**src/hw/rtl/hlfr_pkg.sv**
```systemverilog
`default_nettype none

package hlfr_pkg;

    localparam int MAX_FRAME  = 256;
    localparam int OFS_W      = $clog2(MAX_FRAME);
    localparam int MEM_DEPTH  = 2 * MAX_FRAME;
    localparam int ADDR_W     = $clog2(MEM_DEPTH);
    localparam int CFG_IDX_W  = 8;

    localparam logic [CFG_IDX_W-1:0] REG_FIRST_HEADER  = CFG_IDX_W'(0);
    localparam logic [CFG_IDX_W-1:0] REG_SECOND_HEADER = CFG_IDX_W'(1);

    localparam logic [7:0] FIRST_HEADER_RST  = 8'd170;
    localparam logic [7:0] SECOND_HEADER_RST = 8'd85;

    // header bytes plus length byte
    localparam logic [9:0] FRAME_OVERHEAD = 10'd3;

    typedef enum logic [1:0] {
        MODE_RX_BYTE     = 2'd0,
        MODE_LINE_ERR    = 2'd1,
        MODE_READ        = 2'd2,
        MODE_CLEAR_READY = 2'd3
    } mode_t;

    localparam logic [2:0] ERR_NONE    = 3'd0;
    localparam logic [2:0] ERR_NOISE   = 3'd1;
    localparam logic [2:0] ERR_PARITY  = 3'd2;
    localparam logic [2:0] ERR_OVERRUN = 3'd3;
    localparam logic [2:0] ERR_FRAMING = 3'd4;

    typedef struct packed {
        logic              en;
        logic              we;
        logic [ADDR_W-1:0] addr;
        logic [7:0]        wdata;
    } mem_req_t;

    typedef struct packed {
        logic       frame_ready;
        logic [8:0] frame_length;
        logic [2:0] error_code;
        logic       overflow;
        logic       rd_hit;
    } status_t;

endpackage

`default_nettype wire

```
**src/hw/rtl/hlfr_ram.sv**
```systemverilog
`default_nettype none

module hlfr_ram #(
    parameter int WIDTH = 8,
    parameter int DEPTH = 512
) (
    input  wire logic                     clk,
    input  wire logic                     en,
    input  wire logic                     we,
    input  wire logic [$clog2(DEPTH)-1:0] addr,
    input  wire logic [WIDTH-1:0]         wdata,
    output      logic [WIDTH-1:0]         rdata
);

    logic [WIDTH-1:0] mem [DEPTH];

    always_ff @(posedge clk) begin
        if (en) begin
            if (we) begin
                mem[addr] <= wdata;
            end else begin
                rdata <= mem[addr];
            end
        end
    end

endmodule

`default_nettype wire

```
**src/hw/rtl/hlfr_parser.sv**
```systemverilog
`default_nettype none

module hlfr_parser (
    input  wire logic                              aclk,
    input  wire logic                              aresetn,
    input  wire logic                              accept,
    input  wire logic [1:0]                        mode,
    input  wire logic [7:0]                        rx_byte,
    input  wire logic                              noise_err,
    input  wire logic                              parity_err,
    input  wire logic                              overrun_err,
    input  wire logic                              framing_err,
    input  wire logic [7:0]                        read_index,
    input  wire logic                              cfg_we,
    input  wire logic [hlfr_pkg::CFG_IDX_W-1:0]    cfg_index,
    input  wire logic [7:0]                        cfg_data,
    output      hlfr_pkg::mem_req_t                mem_req,
    output      hlfr_pkg::status_t                 status_next
);

    import hlfr_pkg::*;

    typedef enum logic [1:0] {
        PH_HUNT1,
        PH_HUNT2,
        PH_LEN,
        PH_DATA
    } phase_t;

    phase_t     phase_reg, phase_next;
    logic [8:0] count_reg, count_next;
    logic [7:0] decl_reg, decl_next;
    logic       bank_reg, bank_next;
    logic       ready_reg, ready_next;
    logic [8:0] length_reg, length_next;
    logic [2:0] error_reg, error_next;
    logic       overflow_reg, overflow_next;
    logic [7:0] first_hdr_reg;
    logic [7:0] second_hdr_reg;

    logic [8:0] count_inc;
    logic       store_ok;
    logic       rd_hit;

    assign count_inc = count_reg + 9'd1;
    assign store_ok  = 32'(count_reg) < MAX_FRAME;

    always_comb begin
        phase_next    = phase_reg;
        count_next    = count_reg;
        decl_next     = decl_reg;
        bank_next     = bank_reg;
        ready_next    = ready_reg;
        length_next   = length_reg;
        error_next    = error_reg;
        overflow_next = overflow_reg;
        rd_hit        = 1'b0;
        mem_req.en    = 1'b0;
        mem_req.we    = 1'b0;
        mem_req.addr  = {bank_reg, OFS_W'(count_reg)};
        mem_req.wdata = rx_byte;

        if (accept) begin
            unique case (mode)
                MODE_RX_BYTE: begin
                    unique case (phase_reg)
                        PH_HUNT1: begin
                            if (rx_byte == first_hdr_reg) begin
                                mem_req.en   = 1'b1;
                                mem_req.we   = 1'b1;
                                mem_req.addr = {bank_reg, OFS_W'(0)};
                                count_next   = 9'd1;
                                phase_next   = PH_HUNT2;
                            end
                        end
                        PH_HUNT2: begin
                            if (rx_byte == second_hdr_reg) begin
                                mem_req.en = store_ok;
                                mem_req.we = store_ok;
                                count_next = count_inc;
                                phase_next = PH_LEN;
                            end else begin
                                count_next = 9'd0;
                                phase_next = PH_HUNT1;
                            end
                        end
                        PH_LEN: begin
                            mem_req.en = store_ok;
                            mem_req.we = store_ok;
                            decl_next  = rx_byte;
                            count_next = count_inc;
                            phase_next = PH_DATA;
                        end
                        PH_DATA: begin
                            mem_req.en = store_ok;
                            mem_req.we = store_ok;
                            count_next = count_inc;
                            if ({1'b0, count_inc} >= {2'b00, decl_reg} + FRAME_OVERHEAD) begin
                                if (32'(count_inc) > MAX_FRAME) begin
                                    overflow_next = 1'b1;
                                end else begin
                                    length_next = count_inc;
                                    bank_next   = ~bank_reg;
                                    ready_next  = 1'b1;
                                end
                                count_next = 9'd0;
                                decl_next  = 8'd0;
                                phase_next = PH_HUNT1;
                            end
                        end
                    endcase
                end
                MODE_LINE_ERR: begin
                    if (noise_err) begin
                        error_next = ERR_NOISE;
                    end else if (parity_err) begin
                        error_next = ERR_PARITY;
                    end else if (overrun_err) begin
                        error_next = ERR_OVERRUN;
                    end else if (framing_err) begin
                        error_next = ERR_FRAMING;
                    end
                end
                MODE_READ: begin
                    if ({1'b0, read_index} < length_reg && 32'(read_index) < MAX_FRAME) begin
                        rd_hit       = 1'b1;
                        mem_req.en   = 1'b1;
                        mem_req.addr = {~bank_reg, OFS_W'(read_index)};
                    end
                end
                MODE_CLEAR_READY: begin
                    ready_next = 1'b0;
                end
            endcase
        end

        status_next.frame_ready  = ready_next;
        status_next.frame_length = length_next;
        status_next.error_code   = error_next;
        status_next.overflow     = overflow_next;
        status_next.rd_hit       = rd_hit;
    end

    always_ff @(posedge aclk) begin
        if (!aresetn) begin
            phase_reg      <= PH_HUNT1;
            count_reg      <= 9'd0;
            decl_reg       <= 8'd0;
            bank_reg       <= 1'b0;
            ready_reg      <= 1'b0;
            length_reg     <= 9'd0;
            error_reg      <= ERR_NONE;
            overflow_reg   <= 1'b0;
            first_hdr_reg  <= FIRST_HEADER_RST;
            second_hdr_reg <= SECOND_HEADER_RST;
        end else begin
            phase_reg    <= phase_next;
            count_reg    <= count_next;
            decl_reg     <= decl_next;
            bank_reg     <= bank_next;
            ready_reg    <= ready_next;
            length_reg   <= length_next;
            error_reg    <= error_next;
            overflow_reg <= overflow_next;
            if (cfg_we) begin
                unique case (cfg_index)
                    REG_FIRST_HEADER:  first_hdr_reg  <= cfg_data;
                    REG_SECOND_HEADER: second_hdr_reg <= cfg_data;
                    default: ;
                endcase
            end
        end
    end

endmodule

`default_nettype wire

```
**src/hw/rtl/header_length_frame_receiver.sv**
```systemverilog
`default_nettype none

// Frame receiver for a byte stream of the form first header, second header,
// length L, then payload until L+3 bytes in total (L of zero still takes one
// payload byte). Each transfer on the s_ side is a received byte, a line
// error event, a read of the stored frame at s_read_index, or a clear of the
// ready flag, and gives exactly one transfer on the m_ side with the status
// after that item. One item is taken every clock cycle unless the m_ side
// stalls; results pass the s1 register and then the output register. Frames
// are stored in a single-port frame memory of two banks that swap when a
// frame completes without overflow; each item makes at most one access to
// it. The user must set header values through the cfg_ port while the block
// is idle, unchecked by the block (index 0 first header, index 1 second).
module header_length_frame_receiver (
    input  wire logic                           aclk,
    input  wire logic                           aresetn,

    input  wire logic                           s_valid,
    output      logic                           s_ready,
    input  wire logic [1:0]                     s_mode,
    input  wire logic [7:0]                     s_rx_byte,
    input  wire logic                           s_noise_err,
    input  wire logic                           s_parity_err,
    input  wire logic                           s_overrun_err,
    input  wire logic                           s_framing_err,
    input  wire logic [7:0]                     s_read_index,

    output      logic                           m_valid,
    input  wire logic                           m_ready,
    output      logic                           m_frame_ready,
    output      logic [8:0]                     m_frame_length,
    output      logic [7:0]                     m_read_data,
    output      logic [2:0]                     m_error_code,
    output      logic                           m_overflow,

    input  wire logic                           cfg_valid,
    output      logic                           cfg_ready,
    input  wire logic [hlfr_pkg::CFG_IDX_W-1:0] cfg_index,
    input  wire logic [7:0]                     cfg_data
);

    import hlfr_pkg::*;

    logic     accept;
    logic     advance;
    mem_req_t mem_req;
    status_t  status_next;
    logic [7:0] rdata;

    logic    s1_valid_reg;
    status_t s1_status_reg;
    logic    m_valid_reg;

    assign cfg_ready = 1'b1;
    assign advance   = s1_valid_reg && (!m_valid_reg || m_ready);
    assign s_ready   = !s1_valid_reg || !m_valid_reg || m_ready;
    assign accept    = s_valid && s_ready;
    assign m_valid   = m_valid_reg;

    hlfr_parser u_parser (
        .aclk        (aclk),
        .aresetn     (aresetn),
        .accept      (accept),
        .mode        (s_mode),
        .rx_byte     (s_rx_byte),
        .noise_err   (s_noise_err),
        .parity_err  (s_parity_err),
        .overrun_err (s_overrun_err),
        .framing_err (s_framing_err),
        .read_index  (s_read_index),
        .cfg_we      (cfg_valid && cfg_ready),
        .cfg_index   (cfg_index),
        .cfg_data    (cfg_data),
        .mem_req     (mem_req),
        .status_next (status_next)
    );

    hlfr_ram #(
        .WIDTH (8),
        .DEPTH (MEM_DEPTH)
    ) u_frame_mem (
        .clk   (aclk),
        .en    (mem_req.en),
        .we    (mem_req.we),
        .addr  (mem_req.addr),
        .wdata (mem_req.wdata),
        .rdata (rdata)
    );

    always_ff @(posedge aclk) begin
        if (!aresetn) begin
            s1_valid_reg <= 1'b0;
        end else if (accept) begin
            s1_valid_reg <= 1'b1;
        end else if (advance) begin
            s1_valid_reg <= 1'b0;
        end
    end

    always_ff @(posedge aclk) begin
        if (accept) begin
            s1_status_reg <= status_next;
        end
    end

    always_ff @(posedge aclk) begin
        if (!aresetn) begin
            m_valid_reg <= 1'b0;
        end else if (advance) begin
            m_valid_reg <= 1'b1;
        end else if (m_ready) begin
            m_valid_reg <= 1'b0;
        end
    end

    always_ff @(posedge aclk) begin
        if (advance) begin
            m_frame_ready  <= s1_status_reg.frame_ready;
            m_frame_length <= s1_status_reg.frame_length;
            m_error_code   <= s1_status_reg.error_code;
            m_overflow     <= s1_status_reg.overflow;
            m_read_data    <= s1_status_reg.rd_hit ? rdata : 8'd0;
        end
    end

endmodule

`default_nettype wire
```
**config.mk**
```make
export PLATFORM = sky130hd
export DESIGN_NAME = header_length_frame_receiver
export DESIGN_NICKNAME = d
export VERILOG_FILES = /design/src/hw/rtl/hlfr_pkg.sv /design/src/hw/rtl/hlfr_ram.sv /design/src/hw/rtl/hlfr_parser.sv /design/src/hw/rtl/header_length_frame_receiver.sv
export SDC_FILE = /design/constraint.sdc
export NUM_CORES = 2
export LEC_CHECK = 0
export BUFFER_PORTS_ARGS = -buffer_cell sky130_fd_sc_hd__buf_4
export CAP_MARGIN = 20
export CORE_MARGIN = 1.5
export CORE_UTILIZATION = 44
export CTS_BUF_LIST = sky130_fd_sc_hd__clkbuf_4
export DETAILED_ROUTE_END_ITERATION = 16
export PLACE_DENSITY = 0.6
export SLEW_MARGIN = 5
export SYNTH_ARGS = -nofsm -noshare
export SYNTH_HDL_FRONTEND = slang
export SYNTH_HIERARCHICAL = 1
export SYNTH_SLANG_ARGS = --single-unit
```
**constraint.sdc**
```tcl
create_clock -name aclk -period 10.3 [get_ports aclk]
set_input_delay 0.515 -clock aclk [delete_from_list [all_inputs] [get_ports aclk]]
set_output_delay 0.515 -clock aclk [all_outputs]
set_load 0.03 [all_outputs]
```
==> summary.txt <==
Worst setup path
  – CP required: 11.65 ns
  – Crit path kind: register to register
  – Crit Path Max Fanout: 33
  – Crit end category: register
  – Crit path DAT: 9.72 ns
  – Critical path startpoint category: register

Detailed routing
  – Post-route ant nets: 0
  – Drt wl/cell: 32.1 um
  – Total vias in the final route: 88200
  – Routed WL: 468000 um
  – Drt via density: 6.04
  – Pre-antenna DRT Iters: 6
  – DRC errors left: 0
  – Number of DRC markers in iteration 0: 10900

Floorplan
  – Placeable Area: 0.370 mm2
  – Initial Utilization: 0.443
  – Ports: 68
  – DIE AREA: 0.376 mm2
  – Row cnt: 223
  – Die width: 613 um
  – Die height: 613 um

Synthesis
  – Synth top area share: 0.759
  – Area of the mapped netlist: 0.164 mm2
  – Synth Instances: 7958
  – Syn nets: 8022
  – Main synth FF type: edfxtp_1
  – YS warnings: 6
  – Commonest cells in the netlist: edfxtp_1, mux4_2, nor2_1, mux2i_1, buf_2
  – Cell with the most instances after synthesis: edfxtp_1
  – Register area share after synthesis: 0.766
  – Synth top area cells: edfxtp_1, mux4_2, mux2i_1
  – Post-synth top area cell: edfxtp_1
  – Post-synth cell types: 95
  – EDFF count, synth: 4141
  – Ys async rst share: 0
  – Mapped Avg Cell Area: 20.6 um2
  – Synthesized flop and latch total: 4193

Finish
  – Final Non-Filler Cells: 14600
  – Area grow syn2layout: 12.5%
  – Number of nets in the layout: 9043
  – Layout cell share with drive strength beyond 1: 0.305
  – Max FFs per register: 4096

Timing
  – Final number of hold-violating endpoints: 0
  – Final worst path period share: 0.812
  – Sum Neg Setup Slack: 0 ns
  – Worst Max-Slew Pin Slew: 1.23 ns
  – Final Max Slew Viols: 0
  – Headroom to the max-slew limit: 0.178
  – Tmin final: 8.37 ns
  – Clk_skew: 0.123 ns
  – RSZ-0062 raised after global routing: false
  – Setup-failing EPs final: 0
  – Fmax: 0.120 GHz

Place
  – I/O Buffers: 66
  – Placed Cells: 12700
  – Placer Congestion: 0.923
  – Post-DP HPWL: 280000 um

Status
  – Status: complete, no violations

Power and ir drop
  – Pwr Density: 181 mW/mm2
  – P_leak: 57.9 nW
  – VDD IR-drop max: 0.000100 V

Global routing
  – Number of antenna violations at the first check in global routing: 30
  – Vias in the first global route: 89300
  – First-pass GRT wire length: 659000 um
  – Largest net degree at the start of global routing: 189
  – Gr ovfl total: 0
  – Total GRT Usage: 0.250

Clocking
  – CTS root buf: clkbuf_4
  – CTS Sinks: 4193
  – Clock buffer depth: 5
  – CTS clk-pin slew, worst paths: 0.07 ns
  – CTS H-tree lvls: 7
  – CTS tree: done
  – Post-cts sizing count: 0
  – TritonCTS Buffers: 1131
  – Worst-Skew Late Latency: 1.63 ns

Flow run
  – Max_cap viols: 0

Min path
  – Hold Crit Class: input pin to register
## critical path, stage by stage (launching register included)
cell and delay (ns):
dfxtp_1 0.33, inv_1 0.05, ha_1 0.27, a211o_1 0.25, dlygate4sd3_1 0.55, a21oi_1 0.13
dlygate4sd3_1 0.57, nor2_1 0.07, nor2_1 0.13, buf_4 0.19, a22o_4 0.80, buf_4 0.43
buf_4 0.62, mux4_2 0.61, mux4_2 0.52, a22oi_1 0.82, nand4_1 0.94, or4_1 0.70
## metal layers
layer | part of all wire | track usage | vias up
met5 | 0.000094 | 0 | -
met3 | 0.099 | 0.0623 | 1021
met2 | 0.47 | 0.387 | 5058
li1 | - | - | 35700
met4 | 0.044 | 0.125 | 8
met1 | 0.38 | 0.331 | 46400
## worst paths after layout
check                                                   to  depth (start not counted)              startpoint  slack [ns]
worst min-delay path            u_parser/second_hdr_reg[7]                          5             cfg_data[7]        0.30
worst max-delay path                  u_frame_mem/rdata[1]                         17  u_parser/length_reg[1]        1.93
worst min register to register           m_frame_length[8]                          0       s1_status_reg[13]        0.39
worst max register to register        u_frame_mem/rdata[1]                         17  u_parser/length_reg[1]        1.93
## cell usage in the layout (no fill, tap or decap), types with 27 or more instances in the layout
cell / synthesis / routed
and2_1: 30 / 29
dfxtp_1: 52 / 52
nand2_1: 175 / 158
o22ai_1: 175 / 175
edfxtp_1: 4141 / 4141
a22oi_1: 103 / 103
clkinv_1: 0 / 140
nor2b_1: 37 / 31
nand4_1: 61 / 61
buf_4: 62 / 229
mux2_2: 41 / 41
clkbuf_4: 0 / 1579
o21ai_0: 102 / 99
diode_2: 0 / 27
mux2i_1: 486 / 486
inv_1: 32 / 31
nor2_1: 588 / 580
dlygate4sd3_1: 0 / 93
a21oi_1: 88 / 87
mux4_2: 896 / 896
nand3_1: 80 / 80
## final cells by class
cell class	instances	area, um2
tap	4950	6190
antenna	27	67.6
clock buffer	1579	11900
multi-input combinational	3251	36000
fill	30100	185000
inverter	34	143
timing repair buffer	368	3470
sequential	4193	125000
clock inverter	204	1170
## logic make-up (layout without fill, tap and decap cells)
kind of cell | Yosys count | in the layout | share of synthesized area
buffers and inverters | 514 | 2185 | 0.0165
other | 1 | 28 | 0.0000229
multiplexers | 1431 | 1431 | 0.157
AND/OR/NAND/NOR | 1116 | 1116 | 0.0311
AO/OA/AOI/OAI | 653 | 653 | 0.0269
XOR/XNOR | 29 | 29 | 0.00160
flip-flops | 4193 | 4193 | 0.766
adder cells (fa/ha/maj) | 21 | 21 | 0.00160
## power breakdown
| group | internal (mW) | total, mW | switching, mW |
|---|---|---|---|
| Combinational | 0.186 | 0.708 | 0.522 |
| Clock | 7.34 | 13.8 | 6.50 |
| Sequential | 18.7 | 18.7 | 0.00563 |
| Total | 26.3 | 33.3 | 7.02 |
## what timing repair did
item | 4_1_cts | 5_1_grt
hold buffers | 102 | 0
endpoints found under the setup margin | 0 | 0
endpoints found under the hold margin | 2819 | 0
buffers inserted | 0 | 0
## through the flow
stage	hold WS (ns)	setup WS (ns)	utilization	power, mW	cell area (um2)
final	0.300	1.93	0.498	33.3	184000
after global routing	0.256	1.79	0.498	34.5	184000
after CTS	0.0676	2.07	0.498	33.6	184000
after detailed placement	0.407	2.44	0.460	19.8	170000
after global placement	0.406	0.968	0.460	19.8	170000
after floorplan	0.400	4.93	-	19.5	164000
No activity file was read; power rests on OpenSTA's default activity.
